File: config.mk
export PLATFORM = sky130hd
export DESIGN_NAME = icv_ram
export DESIGN_NICKNAME = d
export VERILOG_FILES = /design/src/design/icv_ram.sv
export SDC_FILE = /design/constraint.sdc
export NUM_CORES = 1
export LEC_CHECK = 0
export ABC_AREA = 0
export BUFFER_PORTS_ARGS = -buffer_cell sky130_fd_sc_hd__buf_2
export CAP_MARGIN = 15
export CORE_MARGIN = 5
export CORE_UTILIZATION = 54
export DETAILED_ROUTE_END_ITERATION = 10
export HOLD_SLACK_MARGIN = 0.03
export PLACE_DENSITY = 0.77
export SYNTH_ARGS = -nofsm -noshare
export SYNTH_HDL_FRONTEND = slang
export SYNTH_SLANG_ARGS = --single-unit
File: constraint.sdc
create_clock -name i_clk -period 6.4 [get_ports i_clk]
set_input_delay 1.28 -clock i_clk [delete_from_list [all_inputs] [get_ports i_clk]]
set_output_delay 1.28 -clock i_clk [all_outputs]
set_load 0.02 [all_outputs]
File: src/design/icv_ram.sv
// generic single-port-write, single-port-read ram with registered read data
module icv_ram #(
    parameter int WIDTH = 16,
    parameter int DEPTH = 64,
    parameter int AW    = (DEPTH > 1) ? $clog2(DEPTH) : 1
) (
    input  logic             i_clk,
    input  logic             i_we,
    input  logic [AW-1:0]    i_waddr,
    input  logic [WIDTH-1:0] i_wdata,
    input  logic [AW-1:0]    i_raddr,
    output logic [WIDTH-1:0] o_rdata
);
    logic [WIDTH-1:0] r_mem [DEPTH];

    always_ff @(posedge i_clk) begin
        if (i_we) begin
            r_mem[i_waddr] <= i_wdata;
        end
        o_rdata <= r_mem[i_raddr];
    end
endmodule

==> results.py <==
metrics = {
    "drt": {
        "route.detailed.drc": 0,
        "via_count": 19600,
        "routed_wl_mm": 94.26,
        "final_antenna_net_count": 0,
        "viasPerCell": 6.512,
        "first_iter_violations": 2480,
        "wl_per_cell_um": 31.32,
        "dr.pass1.iters": 5,
    },
    "final_layout": {
        "final_util": 0.6129,
        "syn_to_final_growth_pct": 12.06,
        "multiInputGateArea_sq_um": 8270,
        "regArea_sq_um": 31070,
        "fill_cells": 4800,
        "nets": 1991,
        "drive_gt1_frac": 0.2659,
    },
    "global_route": {
        "grt-ovfl-total": 0,
        "grt_use_met3": 0.07998,
        "grt_usage": 0.2383,
        "grt_util_met1": 0.3250,
        "grt_pass1_wl_mm": 136.9,
        "gr-max-usage-layer": "met2",
        "antenna_found_initial": 12,
        "grt_max_degree": 83,
        "grt_pass1_vias": 19600,
        "grt.met2_usage": 0.3678,
    },
    "sta": {
        "report.final.setup_viol": 0,
        "period_needed_ns": 3.755,
        "tightest_slew_ns": 1.215,
        "hold_violations": 0,
        "final.setup.tns_ns": 0,
        "drv_slew": 0,
        "max_freq_mhz": 266.3,
        "maxSlewHeadroom": 0.1870,
        "finalCritPeriodShare": 0.5868,
        "rsz0062_at_grt": "false",
        "final.setup_skew_ns": 0.02153,
    },
    "placement": {
        "dp_hpwl_mm": 52.24,
        "portBuffers": 45,
        "place.gp.congestion": 0.8344,
    },
    "clock_tree": {
        "htreeDepth": 3,
        "hold_buffers": 0,
        "cts_max_path_buffers": 3,
        "post_cts_buffers": 0,
        "cts_root_buf": "clkbuf_16",
        "cts_buffers": 99,
        "cts_tree": "built",
        "cts_sinks": 1040,
        "clkTransAtPathRegs_ns": 0.06,
        "ctsResizeCount": 0,
        "worstSkewPairLatency_ns": 0.65,
    },
    "pwr": {
        "p_comb_frac": 0.049,
        "powerDensity_nw_per_um2": 316.5,
        "clkPwrFrac": 0.418,
        "p_int_mw": 11.26,
        "p_leak_nw": 14.24,
        "switching_power_mw": 2.942,
        "seq_power_share": 0.533,
        "vdd_ir_drop_max_mv": 0.2215,
        "swShare": 0.2072,
    },
    "logic_synthesis": {
        "synth_flop_cell": "edfxtp_1",
        "syn_area_sq_um": 40040,
        "yosysWarnings": 0,
        "ys_seq_area_frac": 0.7759,
        "synth_edf_count": 1024,
        "syn_area_per_cell_sq_um": 21.89,
        "synth_cells": 1829,
        "synth.distinct_cells": 43,
        "async_flop_share": 0,
        "syn_nets": 1859,
        "synth-seq-cells": 1040,
    },
    "critical_path": {
        "crit_path_max_incr_delay_ns": 0.62,
        "cp_data_arrival_time_ns": 4.25,
        "cp-start-kind": "input port",
        "crit_required_ns": 6.90,
        "cp_max_fo": 79,
        "cp-end-kind": "flip-flop",
        "crit_chain": "buf_8 -> buf_4 -> mux4_2 -> nor2b_1 -> a211o_1 -> a31oi_1 -> a311oi_1",
        "worstSetupPathType": "input port to flip-flop",
        "slowest_stage": "buf_8",
    },
    "status": {
        "status": "finished, final reports clean",
    },
    "die": {
        "die_y_um": 282.3,
        "row_count": 99,
        "start_util": 0.5470,
        "die_w_um": 282.3,
        "ios": 46,
        "core-area_sq_um": 73210,
        "die_area_sq_um": 79700,
    },
    "hold_path": {
        "holdCritPathClass": "flip-flop to flip-flop",
    },
    "flow_run": {
        "cap_violations": 0,
    },
}
==> synthesized netlist by cell type (12+ instances only) <==
master | instances | area share
buf_2 | 36 | 0.0045
buf_4 | 13 | 0.0024
a21oi_1 | 17 | 0.0021
clkbuf_1 | 24 | 0.0022
nand2_1 | 59 | 0.0055
a221oi_1 | 16 | 0.0035
nand3_1 | 24 | 0.0030
nor2b_1 | 30 | 0.0047
edfxtp_1 | 1024 | 0.77
nor2_1 | 72 | 0.0067
mux4_2 | 220 | 0.12
mux2i_1 | 85 | 0.021
a22oi_1 | 39 | 0.0073
mux2_2 | 27 | 0.0076
buf_6 | 17 | 0.0048
nand4_1 | 12 | 0.0019
dfxtp_1 | 16 | 0.0080
==> critical path: cells and delay by family <==
kind | cells | cell delay (ns)
buffers and inverters | 2 | 1.09
AND/OR/NAND/NOR | 1 | 0.20
multiplexers | 1 | 0.54
AO/OA/AOI/OAI | 3 | 0.98
==> sequential cells by signal, summed over array words and instances (netlist names) <==
register  cells
o_rdata      16
r_mem      1024
==> per-layer routing <==
metal  wire, um  vias up  share of wire
li1           -     7953              -
met1      34750    10230           0.37
met2      45170     1216           0.48
met3      10890      192           0.12
met4       3236        8          0.034
met5        204        -         0.0022
==> stage by stage <==
stage	power [mW]	area (sq um)	hold slack [ns]	instances	setup slack, ns
final	14.20	44870	0.9098	3009	2.645
after global routing	14.60	44860	0.9549	3006	2.454
after CTS	14.25	44790	0.9199	2998	2.743
after detailed placement	8.403	41510	0.8806	2816	2.062
after global placement	8.384	41510	0.8647	2816	2.101
after floorplan	8.104	40040	0.7503	1829	3.085
==> area by class of cell <==
class                      instances  area share
timing repair buffer             135     0.02287
multi-input combinational        685      0.1843
clock inverter                    65     0.01484
sequential                      1040      0.6925
antenna                            8   0.0004462
tap                              959     0.02674
clock buffer                     117     0.05834
==> layout by cell type, fill, tap and decap left out, drive strengths merged, types with 5 or more instances in the layout <==
cell type	netlist	layout
edfxtp	1024	1024
mux4	224	224
buf	77	134
clkbuf	27	118
mux2i	85	85
nor2	74	74
nand2	60	60
clkinv	0	46
a22oi	39	39
nor2b	30	30
mux2	27	27
nand3	24	24
a21oi	17	17
a221oi	16	16
dfxtp	16	16
bufinv	0	14
nand4	12	12
diode	0	8
a211o	8	8
a31oi	8	8
a211oi	8	8
a311oi	8	8
o21ai	8	8
a22o	6	6
a221o	6	6
a41oi	5	5
and4	5	5
==> power groups by stage <==
| stage | Sequential, mW | Combinational [mW] | Clock, mW |
|---|---|---|---|
| 6_report | 7.57 | 0.701 | 5.93 |
| 5_1_grt | 7.57 | 0.738 | 6.29 |
| 4_1_cts | 7.57 | 0.696 | 5.98 |
| 3_5_place_dp | 7.71 | 0.689 | 0 |
| 3_3_place_gp | 7.71 | 0.674 | 0 |
| 2_1_floorplan | 7.71 | 0.390 | 0 |
==> cell families (layout without fill, tap and decap cells) <==
logic type / count (synthesis) / after routing / share of synthesized area
AO/OA/AOI/OAI: 129 / 129 / 0.02409
buffers and inverters: 104 / 317 / 0.01831
flip-flops: 1040 / 1040 / 0.7759
multiplexers: 336 / 336 / 0.1552
other: 0 / 8 / 0
AND/OR/NAND/NOR: 220 / 220 / 0.02647
==> worst paths after layout <==
kind / from / end / slack [ns] / depth (start not counted)
max: i_raddr[0] / o_rdata[0] / 2.64 / 7
min: r_mem[62][12] / o_rdata[12] / 0.91 / 5
max reg2reg: r_mem[23][3] / o_rdata[3] / 4.09 / 5
min reg2reg: r_mem[62][12] / o_rdata[12] / 0.91 / 5
Power figures use the tool's default switching activity.
